## src/design/poic_pkg.sv

```systemverilog
package poic_pkg;

  // Field widths
  localparam int unsigned POS_W    = 16;
  localparam int unsigned ROW_W    = 32;
  localparam int unsigned VAL_W    = 64;
  localparam int unsigned EBITS_W  = 7;
  localparam int unsigned COUNT_W  = 17;
  localparam int unsigned BADDR_W  = 23;  // bit address of an entry: pos * width
  localparam int unsigned WIDX_W   = 18;  // word index, one more than needed for wi + 1
  localparam int unsigned SHIFT_W  = 6;
  localparam int unsigned CFG_AW   = 3;

  // Configuration register indexes
  localparam logic [CFG_AW-1:0] REG_ENTRY_BITS    = 3'd0;
  localparam logic [CFG_AW-1:0] REG_VALUE_OFFSET  = 3'd1;
  localparam logic [CFG_AW-1:0] REG_FIRST_ROW     = 3'd2;
  localparam logic [CFG_AW-1:0] REG_ENTRY_COUNT   = 3'd3;
  localparam logic [CFG_AW-1:0] REG_NULLS_PRESENT = 3'd4;

  // Command codes
  localparam logic CMD_WRITE = 1'b0;
  localparam logic CMD_READ  = 1'b1;

  // Effective configuration, already clamped
  typedef struct packed {
    logic [EBITS_W-1:0] width;      // 1..64
    logic [VAL_W-1:0]   offset;
    logic [ROW_W-1:0]   first_row;
    logic [COUNT_W-1:0] count;      // clamped to the entry capacity
    logic               has_nulls;
  } cfg_t;

  // Low mask of w bits, w in 1..64
  function automatic logic [VAL_W-1:0] width_mask(input logic [EBITS_W-1:0] w);
    logic [VAL_W-1:0] m;
    if (w >= 7'd64) begin
      m = '1;
    end else begin
      m = (64'd1 << w[SHIFT_W-1:0]) - 64'd1;
    end
    return m;
  endfunction

endpackage

```

## src/design/poic_regs.sv

```systemverilog
module poic_regs #(
  parameter int unsigned MAX_ENTRIES = 65536
) (
  input  logic                         clk,
  input  logic                         rst_n,
  input  logic                         cfg_we,
  input  logic [poic_pkg::CFG_AW-1:0]  cfg_addr,
  input  logic [poic_pkg::VAL_W-1:0]   cfg_wdata,
  output poic_pkg::cfg_t               cfg
);
  import poic_pkg::*;

  logic [EBITS_W-1:0] width_r;
  logic [VAL_W-1:0]   offset_r;
  logic [ROW_W-1:0]   first_row_r;
  logic [COUNT_W-1:0] count_r;
  logic               nulls_r;
  logic [EBITS_W-1:0] ebits_in;
  logic [COUNT_W-1:0] count_in;

  // Clamp width to 1..64 and count to capacity as they are written
  assign ebits_in = cfg_wdata[EBITS_W-1:0];
  assign count_in = cfg_wdata[COUNT_W-1:0];

  always_ff @(posedge clk) begin
    if (!rst_n) begin
      width_r     <= 7'd8;
      offset_r    <= '0;
      first_row_r <= '0;
      count_r     <= '0;
      nulls_r     <= 1'b0;
    end else if (cfg_we) begin
      case (cfg_addr)
        REG_ENTRY_BITS: begin
          if (ebits_in == '0) begin
            width_r <= 7'd1;
          end else if (ebits_in > 7'd64) begin
            width_r <= 7'd64;
          end else begin
            width_r <= ebits_in;
          end
        end
        REG_VALUE_OFFSET: offset_r <= cfg_wdata;
        REG_FIRST_ROW:    first_row_r <= cfg_wdata[ROW_W-1:0];
        REG_ENTRY_COUNT: begin
          if (32'(count_in) > 32'(MAX_ENTRIES)) begin
            count_r <= COUNT_W'(MAX_ENTRIES);
          end else begin
            count_r <= count_in;
          end
        end
        REG_NULLS_PRESENT: nulls_r <= cfg_wdata[0];
        default: ;
      endcase
    end
  end

  assign cfg.width     = width_r;
  assign cfg.offset    = offset_r;
  assign cfg.first_row = first_row_r;
  assign cfg.count     = count_r;
  assign cfg.has_nulls = nulls_r;

endmodule

```

## config.mk

```make
export PLATFORM = sky130hd
export DESIGN_NAME = poic_regs
export DESIGN_NICKNAME = d
export VERILOG_FILES = /design/src/design/poic_pkg.sv /design/src/design/poic_regs.sv
export SDC_FILE = /design/constraint.sdc
export NUM_CORES = 1
export LEC_CHECK = 0
export BUFFER_PORTS_ARGS = -buffer_cell sky130_fd_sc_hd__buf_2
export CAP_MARGIN = 20
export CORE_ASPECT_RATIO = 0.5
export CORE_MARGIN = 4
export CORE_UTILIZATION = 45
export DETAILED_ROUTE_END_ITERATION = 12
export PLACE_DENSITY = 0.78
export SLEW_MARGIN = 5
export SYNTH_ARGS = -nofsm -noshare
export SYNTH_HDL_FRONTEND = slang
export SYNTH_SLANG_ARGS = --single-unit
```

## constraint.sdc

```tcl
create_clock -name clk -period 1.3 [get_ports clk]
set_input_delay 0 -clock clk [delete_from_list [all_inputs] [get_ports clk]]
set_output_delay 0 -clock clk [all_outputs]
set_load 0.01 [all_outputs]
```

# Word-level counts from Yosys, hierarchy flattened
# Cells that the tools add are included.
# word_totals
out_inout_bits	121
word_cells	21
reg_bits	121
inputBits	70
# op_classes
n_reduce_logical	7
muxes	3
eq_ne	4
n_lt_le_gt_ge	2
# op_table
op	count
17-bit > comparator (second input constant)	1
17-bit two-way mux	1
7-bit two-way mux	2
2-bit AND reduction	5
7-bit > comparator (second input constant)	1
7-bit zero test	1
3-bit by 2-bit == test with 1-bit output (second input constant)	2
3-bit by 1-bit == test with 1-bit output (second input constant)	1
3-bit == test (second input constant)	1
3-bit zero test	1

# Depth between registers and ports, before layout
# depth
ltp_word	3
mapped_depth	5
depth_no_buf	3

# Worst setup path after synthesis
# No wires, ideal clock.
# synth_path
path_kind	input to register
startpoint	input cfg_addr[1] (netlist bit)
endpoint	register width_r[0]
t_required_ns	1.204
setup_time_ns	0.096
arrival_ns	0.907
n_path_buf	1
slack_ns	0.297
stages	3
cell_sequence	or4b_1 -> buf_2 -> o41ai_2
# synth_via
elab_chain_cells	2
# synth_rtl
element	line	text
start, declared	poic_regs.sv:7	input logic [poic_pkg::CFG_AW-1:0] cfg_addr,
3-bit zero test	poic_regs.sv:33	case (cfg_addr)
2-bit AND reduction (no source line)	--	
end signal, assigned	poic_regs.sv:40	width_r <= ebits_in;
end, declared	poic_regs.sv:13	logic [EBITS_W-1:0] width_r;
# No other way between the ends.
# A chain may end at the register's enable or synchronous reset.

# Final worst setup path
# layout_path
startpoint	input cfg_wdata[16] (netlist bit)
endpoint	register count_r[1]
# layout_via
elab_chain_cells	2
# layout_rtl
element	line	text
start, declared	poic_regs.sv:8	input logic [poic_pkg::VAL_W-1:0] cfg_wdata,
17-bit > comparator	poic_regs.sv:46	if (32'(count_in) > 32'(MAX_ENTRIES)) begin
17-bit two-way mux	poic_regs.sv:46	
end signal, assigned	poic_regs.sv:47	count_r <= COUNT_W'(MAX_ENTRIES);
end signal, assigned	poic_regs.sv:49	count_r <= count_in;
end, declared	poic_regs.sv:16	logic [COUNT_W-1:0] count_r;
# No other way between the ends.

==> flow_summary.ini <==
[timing]
max_slew.worst_pin.slew_ns = 0.445
layout_min_cycle_time_ns = 1.10
fin_skew_ns = 0
min_period_over_period_pct = 84.4
setup_viol = 0
relSlewSlack_pct = 70.3
rsz0062_at_grt = no
maxSlewViolCount = 0
max_freq_ghz = 0.911
hold_violations = 0
tns_ns = 0

[global_routing]
globalRouteTotalUtil_pct = 24.3
grt_pass1_vias = 4533
grt_max_degree = 65
grt_antenna_before_repair = 0
grt-ovfl-total = 0
grt_pass1_wl_mm = 22.5

[setup_path]
cpMaxStageDelayCell = dlygate4sd3_1
criticalPathCategory = primary input to flip-flop
r2r_slack_ns = 0.57
r2r_cells = 2
r2r_start = offset_r[39]
cp.required_ns = 1.63
crit_buf_inv = 2
start_kind = primary input
max_stage_delay_ns = 0.55
reg2reg_to = offset_r[39]
cp_top_family = buffers and inverters
critPathMaxFanout = 19
path_cells = dlygate4sd3_1 -> buf_2 -> or3b_2 -> a21oi_1
cp.arrival_ns = 1.42
cp-end-kind = flip-flop

[place]
dp.cells = 830
placement.cell_area_mm2 = 0.00553
port-buffer-count = 190
gp_congestion = 0.802
place.detailed.hpwl_mm = 8.41

[routing]
via_count = 4664
wirelength_mm = 13.7
drt.antenna.violating_nets = 0
drtIter0Drc = 283
drc_errors = 0
routed_via_density = 5.04
dr.pass1.iters = 5
wl_per_cell_um = 14.8

[logic_synthesis]
yosysWarnings = 0
ys_seq_area_share_pct = 55.5
synth_edf_count = 0
ys_seq_elements = 121
syn_area_mm2 = 0.00437
syn_nets = 607
async_reset_ff_share_pct = 0
synth_top_cells_by_count = nand2_1 (183), dfxtp_1 (121), a21oi_1 (85)
yosysTopAreaCell = dfxtp_1
synth_top_area_share_pct = 55.5
ys_top_cells_by_area = dfxtp_1 (55%), nand2_1 (16%), a21oi_1 (9.7%)
syn_inst = 537
syn_avg_cell_area_um2 = 8.13
ys_types = 25
synthFlopType = dfxtp_1
yosys.cell_count.top_type = nand2_1

[cts]
cts.clk_slew.worst_paths_ns = 0.05
numCtsBuffers = 17
cts.sinks = 121
cts-root-buf = clkbuf_16
cts_tree = done
clk_latency_ns = 0.40
postCtsSetupBuffers = 0
clockBufferDepth = 2
h-tree-depth = 4

[pwr]
p_leak_nw = 2.93
irDropWorstVdd_mv = 0.788
p_per_area_mw_per_mm2 = 1320

[worst_hold_path]
hold_path_depth = 3
whs_endpoint = width_r[3]
hp-class = primary input to flip-flop
hold_path.startpoint = rst_n

[floorplanning]
die_area_mm2 = 0.0114
die_y_um = 77.7
fp.dieW_um = 147
floorplan.initialDensity_pct = 46.2
fp-row-count = 25
core_area_mm2 = 0.00945
io_pins = 191

[finish]
fin_nets = 848
n_antenna_cell = 0
fin_util_pct = 71.2
final_cell_area_mm2 = 0.00673
stdcell_count = 926
drive_above_1_share_pct = 31.0
syn_to_final_growth_pct = 54.0

[job]
maxCapViolCount = 0

[run_status]
status = complete, no violations
==> what timing repair did <==
item,CTS,global route
hold endpoints to repair,113,0
hold buffers,64,0
resized for setup,0,0
==> final cells by class <==
class	instances	area [um2]
clock buffers	20	457
repair buffers	267	1780
clock inverters	12	101
inverters	2	7.51
multi-input cells	369	1790
fillers	719	2720
flip-flops and latches	121	2420
well taps	135	169
==> where the power goes <==
part / internal, mW / switching [mW] / total, mW
combinational: 0.357 / 0.370 / 0.728
sequential: 3.79 / 0.0372 / 3.82
clock: 2.71 / 1.61 / 4.31
==> layout by cell type (no fill, tap or decap), types with 4 or more instances in the layout <==
cell,netlist,routed
buf_2,16,190
nand2_1,183,183
dfxtp_1,121,121
a21oi_1,85,85
dlygate4sd3_1,0,64
nand3_1,35,35
o21ai_0,33,33
clkbuf_16,0,17
or3b_1,10,10
buf_12,0,7
buf_4,1,6
or3b_2,5,5
clkinvlp_4,0,5
clkinv_2,0,5
nand3b_1,4,4
==> how the worst max path moves through the flow <==
stage | from | to | cells past startpoint
floorplan | cfg_addr[1] | width_r[0] | 3
global placement | cfg_addr[2] | count_r[2] | 5
detailed placement | cfg_addr[2] | count_r[1] | 5
CTS | cfg_wdata[16] | count_r[0] | 4
global route | cfg_wdata[16] | count_r[0] | 4
finish | cfg_wdata[16] | count_r[1] | 4
==> worst register-to-register path, stage by stage (launching register included) <==
cell,delay (ns)
dfxtp_1,0.35
nand2_1,0.09
a21oi_1,0.20
==> kinds of logic after synthesis <==
| kind of cell | Yosys count | share of synthesized area, % |
|---|---|---|
| simple gates | 247 | 25.4 |
| compound gates | 121 | 14.3 |
| flops | 121 | 55.5 |
| buf+inv | 47 | 4.58 |
| mux | 1 | 0.229 |
==> routing by layer <==
metal	vias to the layer above	share of wire, %	track usage [%]
li1	2281	-	-
met1	2171	41	27.0
met2	181	51	44.5
met3	31	6.4	6.13
met4	0	2.5	10.4
met5	-	0	0
==> through the flow <==
step           power [mW]  hold WS (ns)  worst slack (ns)
2_1_floorplan        4.15         0.130             0.297
3_3_place_gp         4.45         0.229            0.0661
3_5_place_dp         4.46         0.241            0.0155
4_1_cts              8.93        0.0658             0.212
5_1_grt              9.18         0.101             0.145
6_report             8.87        0.0835             0.202
==> registers in the layout, summed over array words and instances (netlist names) <==
signal / cells
width_r: 7
first_row_r: 32
offset_r: 64
nulls_r: 1
count_r: 17
(Power assumes the default switching activity.)
